File: config.mk
export PLATFORM = sky130hd
export DESIGN_NAME = tcp_connection_state_tracker
export DESIGN_NICKNAME = d
export VERILOG_FILES = /design/src/hdl/tcst_pkg.sv /design/src/hdl/tcp_connection_state_tracker.sv
export VERILOG_INCLUDE_DIRS = /design/src /design/src/hdl
export SDC_FILE = /design/constraint.sdc
export NUM_CORES = 2
export LEC_CHECK = 0
export BUFFER_PORTS_ARGS = -buffer_cell sky130_fd_sc_hd__buf_2
export CAP_MARGIN = 10
export CORE_ASPECT_RATIO = 1.75
export CORE_MARGIN = 8
export CORE_UTILIZATION = 50
export CTS_BUF_LIST = sky130_fd_sc_hd__clkbuf_2
export CTS_CLUSTER_SIZE = 10
export DETAILED_ROUTE_END_ITERATION = 10
export PLACE_DENSITY = 0.68
export SLEW_MARGIN = 25
export SYNTH_ARGS = -nofsm -noshare
export SYNTH_HDL_FRONTEND = slang
export SYNTH_SLANG_ARGS = --single-unit
File: constraint.sdc
create_clock -name clk_i -period 12.3 [get_ports clk_i]
set_input_delay 1.23 -clock clk_i [delete_from_list [all_inputs] [get_ports clk_i]]
set_output_delay 1.23 -clock clk_i [all_outputs]
set_load 0.02 [all_outputs]
File: src/hdl/assert_macros.svh
// ----------------------------------------------------------------------------
// Assertion macros
// Clocked concurrent assertion helpers shared by the RTL.
// ----------------------------------------------------------------------------
`ifndef ASSERT_MACROS_SVH
`define ASSERT_MACROS_SVH

// Property checked on every rising clock edge outside reset.
`define ASSERT_CLK(lbl, prop) \
  lbl: assert property (@(posedge clk_i) disable iff (!rst_ni) (prop)) \
    else $error("assertion failed");

// Implication checked on every rising clock edge outside reset.
`define ASSERT_IMPL(lbl, ante, cons) \
  lbl: assert property (@(posedge clk_i) disable iff (!rst_ni) (ante) |-> (cons)) \
    else $error("implication failed");

`endif

File: src/hdl/tcst_pkg.sv
// ----------------------------------------------------------------------------
// tcst_pkg
// Types, codes and constant tables of the TCP connection state tracker.
// ----------------------------------------------------------------------------
`default_nettype none

package tcst_pkg;

  localparam int unsigned CONNECTIONS = 256;
  localparam int unsigned IDX_W       = $clog2(CONNECTIONS);
  localparam int unsigned TPS_W       = 11;
  localparam int unsigned SECS_W      = 19;
  localparam int unsigned TMO_W       = 29;
  localparam int unsigned LEN_W       = 16;
  localparam int unsigned HDR_W       = 4;
  localparam int unsigned IN_DATA_W   = 40;
  localparam int unsigned OUT_DATA_W  = 40;

  localparam logic [TPS_W-1:0] TPS_RESET = 11'd100;
  localparam logic [TPS_W-1:0] TPS_MIN   = 11'd1;
  localparam logic [TPS_W-1:0] TPS_MAX   = 11'd1024;

  typedef enum logic [3:0] {
    ST_NONE        = 4'd0,
    ST_ESTABLISHED = 4'd1,
    ST_SYN_SENT    = 4'd2,
    ST_SYN_RECV    = 4'd3,
    ST_FIN_WAIT    = 4'd4,
    ST_TIME_WAIT   = 4'd5,
    ST_CLOSE       = 4'd6,
    ST_CLOSE_WAIT  = 4'd7,
    ST_LAST_ACK    = 4'd8,
    ST_LISTEN      = 4'd9
  } tcp_state_e;

  localparam logic [3:0] ST_LAST = ST_LISTEN;

  typedef enum logic [2:0] {
    CLS_SYN  = 3'd0,
    CLS_FIN  = 3'd1,
    CLS_ACK  = 3'd2,
    CLS_RST  = 3'd3,
    CLS_NONE = 3'd4
  } flag_cls_e;

  typedef enum logic [1:0] {
    VERDICT_ACCEPT  = 2'd0,
    VERDICT_INVALID = 2'd1,
    VERDICT_DELETE  = 2'd2
  } verdict_e;

  typedef enum logic {
    ACT_OPEN   = 1'b0,
    ACT_PACKET = 1'b1
  } action_e;

  // Stored entry: reply mark above the 4-bit state
  typedef struct packed {
    logic       mark;
    logic [3:0] st;
  } entry_t;

  // [direction][flag class][state]
  localparam logic [3:0] NEXT_TAB [2][4][10] = '{
    '{
      '{ST_SYN_SENT, ST_ESTABLISHED, ST_SYN_SENT, ST_ESTABLISHED, ST_SYN_SENT,
        ST_SYN_SENT, ST_SYN_SENT, ST_SYN_SENT, ST_SYN_SENT, ST_LISTEN},
      '{ST_TIME_WAIT, ST_FIN_WAIT, ST_SYN_SENT, ST_TIME_WAIT, ST_FIN_WAIT,
        ST_TIME_WAIT, ST_CLOSE, ST_TIME_WAIT, ST_LAST_ACK, ST_LISTEN},
      '{ST_ESTABLISHED, ST_ESTABLISHED, ST_SYN_SENT, ST_SYN_RECV, ST_FIN_WAIT,
        ST_TIME_WAIT, ST_CLOSE, ST_CLOSE_WAIT, ST_LAST_ACK, ST_ESTABLISHED},
      '{ST_CLOSE, ST_CLOSE, ST_SYN_SENT, ST_CLOSE, ST_CLOSE,
        ST_TIME_WAIT, ST_CLOSE, ST_CLOSE, ST_CLOSE, ST_CLOSE}
    },
    '{
      '{ST_SYN_RECV, ST_ESTABLISHED, ST_ESTABLISHED, ST_SYN_RECV, ST_SYN_RECV,
        ST_SYN_RECV, ST_SYN_RECV, ST_SYN_RECV, ST_SYN_RECV, ST_SYN_RECV},
      '{ST_CLOSE, ST_CLOSE_WAIT, ST_SYN_SENT, ST_TIME_WAIT, ST_TIME_WAIT,
        ST_TIME_WAIT, ST_CLOSE, ST_CLOSE_WAIT, ST_LAST_ACK, ST_LISTEN},
      '{ST_CLOSE, ST_ESTABLISHED, ST_SYN_SENT, ST_SYN_RECV, ST_FIN_WAIT,
        ST_TIME_WAIT, ST_CLOSE, ST_CLOSE_WAIT, ST_CLOSE, ST_LISTEN},
      '{ST_CLOSE, ST_CLOSE, ST_CLOSE, ST_SYN_RECV, ST_CLOSE,
        ST_CLOSE, ST_CLOSE, ST_CLOSE, ST_LAST_ACK, ST_LISTEN}
    }
  };

  function automatic logic [3:0] next_state_f(logic dir, logic [1:0] cls, logic [3:0] st);
    logic [3:0] s;
    s = (st > ST_LAST) ? ST_NONE : st;
    return NEXT_TAB[dir][cls][s];
  endfunction

  function automatic logic [SECS_W-1:0] state_seconds_f(logic [3:0] st);
    logic [SECS_W-1:0] secs;
    case (st)
      ST_NONE:        secs = 19'd1800;
      ST_ESTABLISHED: secs = 19'd432000;
      ST_SYN_SENT:    secs = 19'd120;
      ST_SYN_RECV:    secs = 19'd60;
      ST_FIN_WAIT:    secs = 19'd120;
      ST_TIME_WAIT:   secs = 19'd120;
      ST_CLOSE:       secs = 19'd10;
      ST_CLOSE_WAIT:  secs = 19'd60;
      ST_LAST_ACK:    secs = 19'd30;
      ST_LISTEN:      secs = 19'd120;
      default:        secs = '0;
    endcase
    return secs;
  endfunction

endpackage

`default_nettype wire

File: src/hdl/tcp_connection_state_tracker.sv
// Pipeline: an accepted request passes the stage 1 register and registered table read, then
//   the result register; one request per cycle sustained unless the result stream stalls,
//   set by one table read-modify-write per item, with same-entry forwarding back to back.
// Reset: asynchronous, active low; all connection entries read as none state with the reply
//   mark clear (per-entry valid flops), ticks_per_second returns to 100.
// ----------------------------------------------------------------------------
// tcp_connection_state_tracker
// Tracks TCP state and reply mark for 256 connections; one verdict per request.
// ----------------------------------------------------------------------------
`default_nettype none
`include "assert_macros.svh"

module tcp_connection_state_tracker (
  input  wire logic                               clk_i,
  input  wire logic                               rst_ni,
  // config write: ticks_per_second
  input  wire logic                               cfg_valid_i,
  output logic                                    cfg_ready_o,
  input  wire logic [tcst_pkg::TPS_W-1:0]         cfg_data_i,
  // request stream
  input  wire logic                               s_axis_tvalid_i,
  output logic                                    s_axis_tready_o,
  // tdata, low bit up: conn_index[8], direction[1], flag_rst[1], flag_syn[1],
  //   flag_fin[1], flag_ack[1], packet_length[16], ip_header_words[4],
  //   tcp_header_words[4], zero pad[3]
  input  wire logic [tcst_pkg::IN_DATA_W-1:0]     s_axis_tdata_i,
  // tuser: action[1]
  input  wire logic                               s_axis_tuser_i,
  // result stream
  output logic                                    m_axis_tvalid_o,
  input  wire logic                               m_axis_tready_i,
  // tdata, low bit up: verdict[2], next_state[4], reply_mark[1],
  //   timeout_ticks[29], zero pad[4]
  output logic [tcst_pkg::OUT_DATA_W-1:0]         m_axis_tdata_o
);

  localparam int unsigned IW = tcst_pkg::IDX_W;

  // --------------------------------------------------------------------------
  // Configuration: clamp to 1..1024 so the timeout always fits in 29 bits
  // --------------------------------------------------------------------------
  logic [tcst_pkg::TPS_W-1:0] tps_q, tps_d;

  assign cfg_ready_o = 1'b1;

  always_comb begin
    tps_d = cfg_data_i;
    if (cfg_data_i == '0) begin
      tps_d = tcst_pkg::TPS_MIN;
    end else if (cfg_data_i > tcst_pkg::TPS_MAX) begin
      tps_d = tcst_pkg::TPS_MAX;
    end
  end

  always_ff @(posedge clk_i or negedge rst_ni) begin
    if (!rst_ni) begin
      tps_q <= tcst_pkg::TPS_RESET;
    end else if (cfg_valid_i && cfg_ready_o) begin
      tps_q <= tps_d;
    end
  end

  // --------------------------------------------------------------------------
  // Request unpacking, flag reduction and length check
  // --------------------------------------------------------------------------
  logic [IW-1:0]                in_idx;
  logic                         in_dir;
  logic [tcst_pkg::LEN_W-1:0]   in_len;
  logic [tcst_pkg::HDR_W:0]     hdr_words;
  logic [tcst_pkg::HDR_W+2:0]   hdr_bytes;
  logic                         in_len_ok;
  tcst_pkg::flag_cls_e          in_cls;
  logic                         in_acc;

  assign in_idx    = s_axis_tdata_i[7:0];
  assign in_dir    = s_axis_tdata_i[8];
  assign in_len    = s_axis_tdata_i[28:13];
  assign hdr_words = {1'b0, s_axis_tdata_i[32:29]} + {1'b0, s_axis_tdata_i[36:33]};
  assign hdr_bytes = {hdr_words, 2'b00};
  assign in_len_ok = in_len >= {{(tcst_pkg::LEN_W-tcst_pkg::HDR_W-3){1'b0}}, hdr_bytes};

  // priority RST, SYN, FIN, ACK
  always_comb begin
    if (s_axis_tdata_i[9]) begin
      in_cls = tcst_pkg::CLS_RST;
    end else if (s_axis_tdata_i[10]) begin
      in_cls = tcst_pkg::CLS_SYN;
    end else if (s_axis_tdata_i[11]) begin
      in_cls = tcst_pkg::CLS_FIN;
    end else if (s_axis_tdata_i[12]) begin
      in_cls = tcst_pkg::CLS_ACK;
    end else begin
      in_cls = tcst_pkg::CLS_NONE;
    end
  end

  // --------------------------------------------------------------------------
  // Stage 1 register (request held while the entry is read)
  // --------------------------------------------------------------------------
  logic                 s1_valid_q;
  logic                 s1_adv;
  logic                 out_free;
  tcst_pkg::action_e    s1_action_q;
  logic [IW-1:0]        s1_idx_q;
  logic                 s1_dir_q;
  tcst_pkg::flag_cls_e  s1_cls_q;
  logic                 s1_len_ok_q;

  logic                 out_valid_q;

  assign out_free        = !out_valid_q || m_axis_tready_i;
  assign s1_adv          = s1_valid_q && out_free;
  assign s_axis_tready_o = !s1_valid_q || s1_adv;
  assign in_acc          = s_axis_tvalid_i && s_axis_tready_o;

  always_ff @(posedge clk_i or negedge rst_ni) begin
    if (!rst_ni) begin
      s1_valid_q <= 1'b0;
    end else if (s_axis_tready_o) begin
      s1_valid_q <= s_axis_tvalid_i;
    end
  end

  always_ff @(posedge clk_i) begin
    if (in_acc) begin
      s1_action_q <= tcst_pkg::action_e'(s_axis_tuser_i);
      s1_idx_q    <= in_idx;
      s1_dir_q    <= in_dir;
      s1_cls_q    <= in_cls;
      s1_len_ok_q <= in_len_ok;
    end
  end

  // --------------------------------------------------------------------------
  // Connection table: one write and one registered read per cycle.
  // Valid flops make never-written entries read as none / mark clear.
  // --------------------------------------------------------------------------
  tcst_pkg::entry_t     entry_mem [tcst_pkg::CONNECTIONS];
  logic [tcst_pkg::CONNECTIONS-1:0] vld_q;
  tcst_pkg::entry_t     rd_data_q;
  logic                 rd_vld_q;
  logic                 fwd_hit_q;
  tcst_pkg::entry_t     fwd_data_q;

  logic                 wr_req;
  logic                 wr_en;
  tcst_pkg::entry_t     wr_data;

  assign wr_en = wr_req && s1_adv;

  always_ff @(posedge clk_i) begin
    if (wr_en) begin
      entry_mem[s1_idx_q] <= wr_data;
    end
    if (in_acc) begin
      rd_data_q <= entry_mem[in_idx];
    end
  end

  always_ff @(posedge clk_i or negedge rst_ni) begin
    if (!rst_ni) begin
      vld_q    <= '0;
      rd_vld_q <= 1'b0;
    end else begin
      if (wr_en) begin
        vld_q[s1_idx_q] <= 1'b1;
      end
      if (in_acc) begin
        rd_vld_q <= vld_q[in_idx];
      end
    end
  end

  // write landing on the same edge as the read of the same entry
  always_ff @(posedge clk_i or negedge rst_ni) begin
    if (!rst_ni) begin
      fwd_hit_q <= 1'b0;
    end else if (in_acc) begin
      fwd_hit_q <= wr_en && (s1_idx_q == in_idx);
    end
  end

  always_ff @(posedge clk_i) begin
    if (in_acc) begin
      fwd_data_q <= wr_data;
    end
  end

  // --------------------------------------------------------------------------
  // Transition logic
  // --------------------------------------------------------------------------
  tcst_pkg::entry_t     old_entry;
  logic [3:0]           old_st;
  logic                 old_mark;
  logic [3:0]           new_st;
  logic                 new_mark;
  tcst_pkg::verdict_e   verdict;
  logic [tcst_pkg::SECS_W+tcst_pkg::TPS_W-1:0] tmo_prod;
  logic [tcst_pkg::TMO_W-1:0] tmo;

  always_comb begin
    if (fwd_hit_q) begin
      old_entry = fwd_data_q;
    end else if (rd_vld_q) begin
      old_entry = rd_data_q;
    end else begin
      old_entry = '0;
    end
  end

  assign old_st   = (old_entry.st > tcst_pkg::ST_LAST) ? tcst_pkg::ST_NONE : old_entry.st;
  assign old_mark = old_entry.mark;

  always_comb begin
    wr_req   = 1'b0;
    new_st   = old_st;
    new_mark = old_mark;
    verdict  = tcst_pkg::VERDICT_INVALID;
    if (s1_action_q == tcst_pkg::ACT_OPEN) begin
      // open: original column from the none state, mark cleared
      wr_req   = 1'b1;
      new_mark = 1'b0;
      if (s1_cls_q == tcst_pkg::CLS_NONE) begin
        new_st = tcst_pkg::ST_NONE;
      end else begin
        new_st  = tcst_pkg::next_state_f(1'b0, s1_cls_q[1:0], tcst_pkg::ST_NONE);
        verdict = tcst_pkg::VERDICT_ACCEPT;
      end
    end else if (s1_len_ok_q && (s1_cls_q != tcst_pkg::CLS_NONE)) begin
      wr_req   = 1'b1;
      new_st   = tcst_pkg::next_state_f(s1_dir_q, s1_cls_q[1:0], old_st);
      new_mark = old_mark | s1_dir_q;
      // reset before any reply: delete straight away
      if (!old_mark && (s1_cls_q == tcst_pkg::CLS_RST)) begin
        verdict = tcst_pkg::VERDICT_DELETE;
      end else begin
        verdict = tcst_pkg::VERDICT_ACCEPT;
      end
    end
  end

  assign wr_data = {new_mark, new_st};

  assign tmo_prod = {{tcst_pkg::TPS_W{1'b0}}, tcst_pkg::state_seconds_f(new_st)} *
                    {{tcst_pkg::SECS_W{1'b0}}, tps_q};
  assign tmo      = (verdict == tcst_pkg::VERDICT_ACCEPT) ? tmo_prod[tcst_pkg::TMO_W-1:0] : '0;

  // --------------------------------------------------------------------------
  // Result register
  // --------------------------------------------------------------------------
  tcst_pkg::verdict_e          out_verdict_q;
  logic [3:0]                  out_st_q;
  logic                        out_mark_q;
  logic [tcst_pkg::TMO_W-1:0]  out_tmo_q;

  always_ff @(posedge clk_i or negedge rst_ni) begin
    if (!rst_ni) begin
      out_valid_q <= 1'b0;
    end else if (out_free) begin
      out_valid_q <= s1_valid_q;
    end
  end

  always_ff @(posedge clk_i) begin
    if (s1_adv) begin
      out_verdict_q <= verdict;
      out_st_q      <= new_st;
      out_mark_q    <= new_mark;
      out_tmo_q     <= tmo;
    end
  end

  assign m_axis_tvalid_o = out_valid_q;
  assign m_axis_tdata_o  = {4'b0000, out_tmo_q, out_mark_q, out_st_q, out_verdict_q};

  // --------------------------------------------------------------------------
  // Assertions
  // --------------------------------------------------------------------------
  `ASSERT_IMPL(a_tmo_zero, out_valid_q && (out_verdict_q != tcst_pkg::VERDICT_ACCEPT), out_tmo_q == '0)
  `ASSERT_IMPL(a_st_range, out_valid_q, out_st_q <= tcst_pkg::ST_LAST)
  `ASSERT_CLK(a_acc_fill, (s_axis_tvalid_i && s_axis_tready_o) |=> s1_valid_q)
  `ASSERT_CLK(a_fwd_src, (in_acc && wr_en && (s1_idx_q == in_idx)) |=> fwd_hit_q)

endmodule

`default_nettype wire
# ---- Yosys cells after proc, flatten, opt, wreduce, memory -nomap -nowiden
# Memory sizes are Yosys's and may differ from the RTL's. A register that Yosys moved wholly into a read port is not among the register bits.
# Cells that the tools add are included.
dict set report op_classes {
  n_addsub 1
  multipliers 1
  magnitude_cmp 10
  eq_ne 4
  mux 38
  bitwise_logic 5
  n_reduce_logical 15
}
# op n
set op_table {}
lappend op_table {{$mux 160} 2}
lappend op_table {{$or 256x256->256} 1}
lappend op_table {{$bmux 40 s2} 2}
lappend op_table {{$mux 40} 4}
lappend op_table {{$mux 157} 1}
lappend op_table {{$mul 19x11->29} 1}
lappend op_table {{$mux 4} 7}
lappend op_table {{$mux 11} 2}
lappend op_table {{$lt 8x9->1 const B} 2}
lappend op_table {{$bmux 4 s4} 1}
lappend op_table {{$ge 16x7->1} 1}
lappend op_table {{$gt 11x11->1 const B} 1}
lappend op_table {{$logic_not 11->1} 1}
lappend op_table {{$mux 2} 5}
lappend op_table {{$mux 5} 2}
lappend op_table {{$mux 1} 9}
lappend op_table {{$bmux 1 s8} 1}
lappend op_table {{$demux 1 s8} 1}
lappend op_table {{$eq 8x8->1} 1}
lappend op_table {{$ge 8x1->1 const B} 1}
lappend op_table {{$gt 4x4->1 const B} 2}
lappend op_table {{$logic_and 1x1->1} 7}
lappend op_table {{$add 4x4->5} 1}
lappend op_table {{$ge 5x5->1 const B} 1}
lappend op_table {{other kinds (14)} 17}
dict set report totals {
  ff_bits 326
  ram_bits 1280
  rom_bits 224
  inputBits 57
  word_cells 94
  memories 2
}
# name words width rd rd_ports_with_merged_regs wr line
set memory_table {}
lappend memory_table {entry_mem 256 5 1 1 1 tcp_connection_state_tracker.sv:138} ;# tcst_pkg::entry_t entry_mem [tcst_pkg::CONNECTIONS];
lappend memory_table {{(no name shown)} 16 14 1 0 0 tcst_pkg.sv:95} ;# case (st)

# ---- Longest topological paths before layout
# An unclocked memory read counts as a cell.
dict set report logic_depth {
  ltp_word 14
  mapped_depth 33
}

# ---- Worst setup path after synthesis
# No wires, ideal clock.
dict set report synth_timing {
  path_type {register to register}
  start {register s1_cls_q[1]}
  end {register out_tmo_q[23] in the netlist's numbering (data pin)}
  setup_time_ns 0.269
  arrival_time_ns 12.821
  required_time_ns 12.031
  path_slack_ns -0.790
  stages_incl_launch_ff 32
  cell_sequence {edfxtp_1 -> buf_2 -> clkinv_1 -> ha_1 -> nand2_1 -> and2_1 -> nand2_1 -> o221ai_1 -> o21a_1 -> nor2_1 -> a31oi_1 -> clkbuf_1 -> and2_1 -> fa_1 -> fa_1 -> inv_1 -> fa_1 -> inv_1 -> fa_1 -> inv_1 -> fa_1 -> inv_1 -> ha_1 -> clkbuf_1 -> nand3_1 -> o221ai_1 -> a21oi_1 -> a211oi_1 -> o21ai_0 -> a21boi_0 -> o21ai_0 -> nor3b_1}
}
dict set report synth_between {
  elab_chain_cells 11
  word_cells_on_any_way 25
}
# item line
set synth_lines {}
lappend synth_lines {{start, declared} tcp_connection_state_tracker.sv:106} ;# tcst_pkg::flag_cls_e s1_cls_q;
lappend synth_lines {{start signal, assigned} tcp_connection_state_tracker.sv:129} ;# s1_cls_q <= in_cls;
lappend synth_lines {{$not 2->3 (not written as such)} tcst_pkg.sv:90} ;# return NEXT_TAB[dir][cls][s];
lappend synth_lines {{$bmux 40 s2} tcst_pkg.sv:90}
lappend synth_lines {{$mux 40 (not written as such) (2 in a row)} tcst_pkg.sv:90}
lappend synth_lines {{$bmux 4 s4} tcst_pkg.sv:90}
lappend synth_lines {{$mux 4 (not written as such) (2 in a row)} tcst_pkg.sv:90}
lappend synth_lines {{$mux 4} tcp_connection_state_tracker.sv:229} ;# end else if (s1_len_ok_q && (s1_cls_q != tcst_pkg::CLS_NONE)) begin
lappend synth_lines {{$mux 4 (*)} tcp_connection_state_tracker.sv:219} ;# if (s1_action_q == tcst_pkg::ACT_OPEN) begin
lappend synth_lines {{named net new_st[2]} tcp_connection_state_tracker.sv:195} ;# logic [3:0] new_st;
lappend synth_lines {{$mem_v2 16x14 (*)} n/a}
lappend synth_lines {{$mul 19x11->29 (*)} tcp_connection_state_tracker.sv:244} ;# assign tmo_prod = {{tcst_pkg::TPS_W{1'b0}}, tcst_pkg::state_seconds_f(new_st)} *
lappend synth_lines {{end signal, assigned} tcp_connection_state_tracker.sv:269} ;# out_tmo_q <= tmo;
lappend synth_lines {{end, declared} tcp_connection_state_tracker.sv:254} ;# logic [tcst_pkg::TMO_W-1:0] out_tmo_q;
# The timed path passes the listed nets; every way through them passes the cells marked *. The select of a mux whose other input is x is not followed.
# A chain may end at the register's enable or synchronous reset.

# ---- Worst setup path in the final report
dict set report layout_timing {
  start {register fwd_hit_q}
  end {register out_tmo_q[28] in the netlist's numbering (data pin)}
}
dict set report layout_between {
  elab_chain_cells 13
  word_cells_on_any_way 19
}
# item line
set layout_lines {}
lappend layout_lines {{start, declared} tcp_connection_state_tracker.sv:142} ;# logic fwd_hit_q;
lappend layout_lines {{start signal, assigned} tcp_connection_state_tracker.sv:179} ;# fwd_hit_q <= wr_en && (s1_idx_q == in_idx);
lappend layout_lines {{$mux 5 (*)} tcp_connection_state_tracker.sv:202} ;# if (fwd_hit_q) begin
lappend layout_lines {{$gt 4x4->1} tcp_connection_state_tracker.sv:211} ;# assign old_st = (old_entry.st > tcst_pkg::ST_LAST) ? tcst_pkg::ST_NONE : old_entry.st;
lappend layout_lines {{$mux 4 (*)} tcp_connection_state_tracker.sv:211}
lappend layout_lines {{$gt 4x4->1} tcst_pkg.sv:89} ;# s = (st > ST_LAST) ? ST_NONE : st;
lappend layout_lines {{$mux 4} tcst_pkg.sv:89}
lappend layout_lines {{$not 4->5 (not written as such)} tcst_pkg.sv:90}
lappend layout_lines {{$bmux 4 s4} tcst_pkg.sv:90}
lappend layout_lines {{$mux 4 (not written as such) (2 in a row)} tcst_pkg.sv:90}
lappend layout_lines {{$mux 4 (*)} tcp_connection_state_tracker.sv:229}
lappend layout_lines {{$mux 4 (*)} tcp_connection_state_tracker.sv:219}
lappend layout_lines {{named net new_st[3]} tcp_connection_state_tracker.sv:195}
lappend layout_lines {{$mem_v2 16x14 (*)} n/a}
lappend layout_lines {{$mul 19x11->29 (*)} tcp_connection_state_tracker.sv:244}
# Marked as above.

==> metrics.log <==
INFO  metric final_antenna_net_count = 0
INFO  metric rsz0062_at_grt = false
INFO  metric std_cell_rows = 180
INFO  metric totalNegativeSetupSlack = 0 ns
INFO  metric tritoncts_buffers = 352
INFO  metric worst-r2r-cell-count = 25
INFO  metric detail_route.vias_per_cell = ~5.7
INFO  metric placement.io_buffers = 90
INFO  metric ctsLongestPathBuffers = 4
INFO  metric finClkSkew = approximately 0.15 ns
INFO  metric path_clk_slew = 0.14 ns
INFO  metric seq_area_frac_synth = 68.2%
INFO  metric hold_viol = 0
INFO  metric synth_cell_type_count = 84
INFO  metric power.density = 142 mW/mm^2
INFO  metric cts.sinks = about 1,600
INFO  metric grt_max_degree = 170
INFO  metric die_w = ~300 um
INFO  metric core-area = ~0.14 mm^2
INFO  metric drtIter0Drc = between 2,000 and 2,500
INFO  metric fin_crit = 9.76 ns
INFO  metric first_global_vias = a little under 40,000
INFO  metric drcViolationCount = 0
INFO  metric min-delay-path-class = in2reg
INFO  metric synth-edff-count = 1,339
INFO  metric grt.total_usage = around a fifth
INFO  metric place_congestion = around 0.87
INFO  metric synthesis.instances = about 3,700
INFO  metric dp.final_hpwl = about 100 mm
INFO  metric end_kind = register
INFO  metric die_height = 507 um
INFO  metric ir_drop = between 0.06 and 0.07 mV
INFO  metric crit_path_start_kind = register
INFO  metric maxcap_viol_count = 0
INFO  metric detailedRoute.firstPassIterationCount = 5
INFO  metric holdBufCountCts = 46
INFO  metric ys_async_sr_fraction = between 15 and 20%
INFO  metric worstHoldPathCells = 1
INFO  metric synth_flop_cell = sky130_fd_sc_hd__edfxtp_1
INFO  metric finalCritPeriodShare = between 70% and 80%
INFO  metric cts_max_level = 5
INFO  metric post_route_cells_drive_above_1_share = 34.1%
INFO  metric actual_transition_at_the_worst_max_transition_pin = ~1.1 ns
INFO  metric data_arrival_time_of_the_critical_path = ~11 ns
INFO  metric netlist.area_leader.share = about 60%
INFO  metric die_area = between 0.15 and 0.2 mm^2
INFO  metric effective_utilization_at_floorplan = 50.3%
INFO  metric setup.worst_path.class = reg2reg
INFO  metric netlist_area = 0.0689 mm^2
INFO  metric ioPinCount = 100
INFO  metric grt_antenna_before_repair = 8
INFO  metric postSynthAreaPerCell = 18.5 um^2
INFO  metric crit_required = between 10 and 15 ns
INFO  metric ys_seq_elements = about 1,600
INFO  metric crit_path_max_incr_delay = slightly above 0.8 ns
INFO  metric grt_overflow_total = 0
INFO  metric yosysWarnings = 0
INFO  metric postCtsSetupBuffers = 0
INFO  metric relSlewSlack = between 20 and 30%
INFO  metric netlist_top_cells_area = sky130_fd_sc_hd__edfxtp_1 58%, sky130_fd_sc_hd__mux4_2 16%, sky130_fd_sc_hd__dfrtp_1 9.7%
INFO  metric root_buffer = sky130_fd_sc_hd__clkbuf_2
INFO  metric wire_per_inst = roughly 25 um
INFO  metric crit_fanout = around 170
INFO  metric worst_path_max_delay_cell = sky130_fd_sc_hd__dfrtp_1
INFO  metric grt_pass1_wl = between 200 and 250 mm
INFO  metric yosys.area.top_type = sky130_fd_sc_hd__edfxtp_1
INFO  metric insertion_delay = 1.72 ns
INFO  metric wl = 158 mm
INFO  metric whs = approximately 0.32 ns
INFO  metric final-setup-viol-count = 0
INFO  metric run_status = finished clean
INFO  metric achievable-frequency = ~0.10 GHz
INFO  metric final-max-slew-violation-count = 0
INFO  metric cellLeakagePower = ~28 nW
INFO  metric via_count = 35,600
INFO  metric setup.reg_to_reg.worst_slack = between 2 and 3 ns
INFO  metric area_growth_syn_to_layout = 8.86%
INFO  metric cts_tree = built
INFO  metric cts_resizes = 0
INFO  metric critical-path-top-cell-by-count = sky130_fd_sc_hd__fa_1
INFO  metric final_net_count = between 4,000 and 5,000
## synthesized netlist by cell type, drive strengths merged, types with 4 or more instances
cell type / n
o21a: 7
mux2: 5
nor3: 21
and3b: 4
nand4: 9
o221ai: 4
nor2b: 14
o21ai: 37
nand2b: 7
nand2: 97
dfrtp: 268
nor3b: 5
xnor2: 22
or3: 4
or2: 259
a22o: 5
a22oi: 10
and3: 15
a21oi: 33
edfxtp: 1339
a21o: 16
nor2: 293
and2: 42
a31oi: 6
nand3b: 9
mux4: 504
a211oi: 8
clkbuf: 114
nand3: 25
nor4: 10
o211ai: 6
fa: 99
buf: 67
inv: 202
ha: 109
## registers in the layout, summed over array words and instances, names as in the netlist, 2 cells and up
register / cells
s1_idx_q: 8
entry_mem: 1280
s1_cls_q: 3
tps_q: 11
fwd_data_q: 5
out_st_q: 4
vld_q: 256
out_tmo_q: 28
rd_data_q: 5
out_verdict_q: 2
## power breakdown
part	internal (mW)	total, mW	switching [mW]
sequential	6.12	6.18	0.0588
combinational	0.503	1.29	0.789
clock	1.20	3.21	2.02
## cell families (layout without fill, tap and decap cells)
kind of cell | Yosys count | in the layout | share of synthesized area, %
adders and majority gates | 209 | 209 | 4.87
buffers and inverters | 384 | 1019 | 2.24
DFF | 1610 | 1610 | 68.2
xor gates and xnor gates | 25 | 25 | 0.318
muxes | 511 | 511 | 16.6
AOI/OAI and AO/OA | 162 | 162 | 1.67
other | 2 | 16 | 0.0109
and+or+nand+nor | 825 | 825 | 6.13
## cells in the final DEF, fill, tap and decap left out, types with 15 or more instances in the layout
| cell | n |
|---|---|
| sky130_fd_sc_hd__edfxtp_1 | 1339 |
| sky130_fd_sc_hd__clkbuf_2 | 523 |
| sky130_fd_sc_hd__mux4_2 | 504 |
| sky130_fd_sc_hd__nor2_1 | 291 |
| sky130_fd_sc_hd__dfrtp_1 | 268 |
| sky130_fd_sc_hd__or2_2 | 259 |
| sky130_fd_sc_hd__inv_1 | 191 |
| sky130_fd_sc_hd__ha_1 | 109 |
| sky130_fd_sc_hd__fa_1 | 99 |
| sky130_fd_sc_hd__nand2_1 | 96 |
| sky130_fd_sc_hd__buf_2 | 85 |
| sky130_fd_sc_hd__clkinv_1 | 80 |
| sky130_fd_sc_hd__dlygate4sd3_1 | 45 |
| sky130_fd_sc_hd__and2_1 | 41 |
| sky130_fd_sc_hd__buf_4 | 41 |
| sky130_fd_sc_hd__o21ai_0 | 34 |
| sky130_fd_sc_hd__a21oi_1 | 33 |
| sky130_fd_sc_hd__nand3_1 | 24 |
| sky130_fd_sc_hd__xnor2_1 | 22 |
| sky130_fd_sc_hd__nor3_1 | 21 |
| sky130_fd_sc_hd__clkinv_2 | 19 |
| sky130_fd_sc_hd__a21o_1 | 16 |
| sky130_fd_sc_hd__and3_1 | 15 |
## area by class of cell
class                           count  area, um^2
Fill cell                       10700       62100
Timing Repair Buffer              185        1410
Inverter                          203         777
Sequential cell                  1610       47000
Multi-Input combinational cell   1738       20400
Tap cell                         1820        2280
Antenna cell                       10        25.0
Clock inverter                    108         515
Clock buffer                      523        2620
## final timing paths
path / start / endpoint
max in group asynchronous: rst_ni / vld_q[189]$_DFFE_PN0P_
worst min-delay path: s_axis_tdata_i[5] / s1_idx_q[5]$_DFFE_PP_
worst max register to register: fwd_hit_q$_DFFE_PN0P_ / out_tmo_q[28]$_SDFFCE_PP0P_
worst max-delay path: fwd_hit_q$_DFFE_PN0P_ / out_tmo_q[28]$_SDFFCE_PP0P_
min in group asynchronous: rst_ni / vld_q[39]$_DFFE_PN0P_
worst min register to register: vld_q[39]$_DFFE_PN0P_ / vld_q[39]$_DFFE_PN0P_
## routing by layer
layer	GRT usage [%]	share of wire [%]	wire length (um)	vias up
met4	10.5	5.0	7850	2
met1	23.2	34	53400	18600
li1	-	-	-	15300
met3	4.01	5.7	8970	364
met5	0	0.0082	13	-
met2	39.1	56	87500	1283
## critical path, delay by kind of cell, from the launching register on
family                     cells  cell delay (ns)
AOI/OAI and AO/OA             10             3.80
adders and majority gates      6             2.79
buffers and inverters          4             0.81
DFF                            1             0.81
and+or+nand+nor                5             1.31
## stage by stage
| stage | utilization (%) | power [mW] | cells | cell area (um^2) | worst slack, ns |
|---|---|---|---|---|---|
| floorplan | - | 7.20 | 3732 | 68900 | 1.08 |
| detailed placement | 52.0 | 7.60 | 5509 | 71300 | 2.62 |
| global route | 54.7 | 11.2 | 6194 | 75000 | 1.85 |
| global placement | 52.0 | 7.56 | 5509 | 71300 | 2.84 |
| finish | 54.7 | 10.7 | 6197 | 75000 | 2.54 |
| CTS | 54.6 | 10.8 | 6186 | 75000 | 2.51 |
Power figures use the tool's default switching activity.
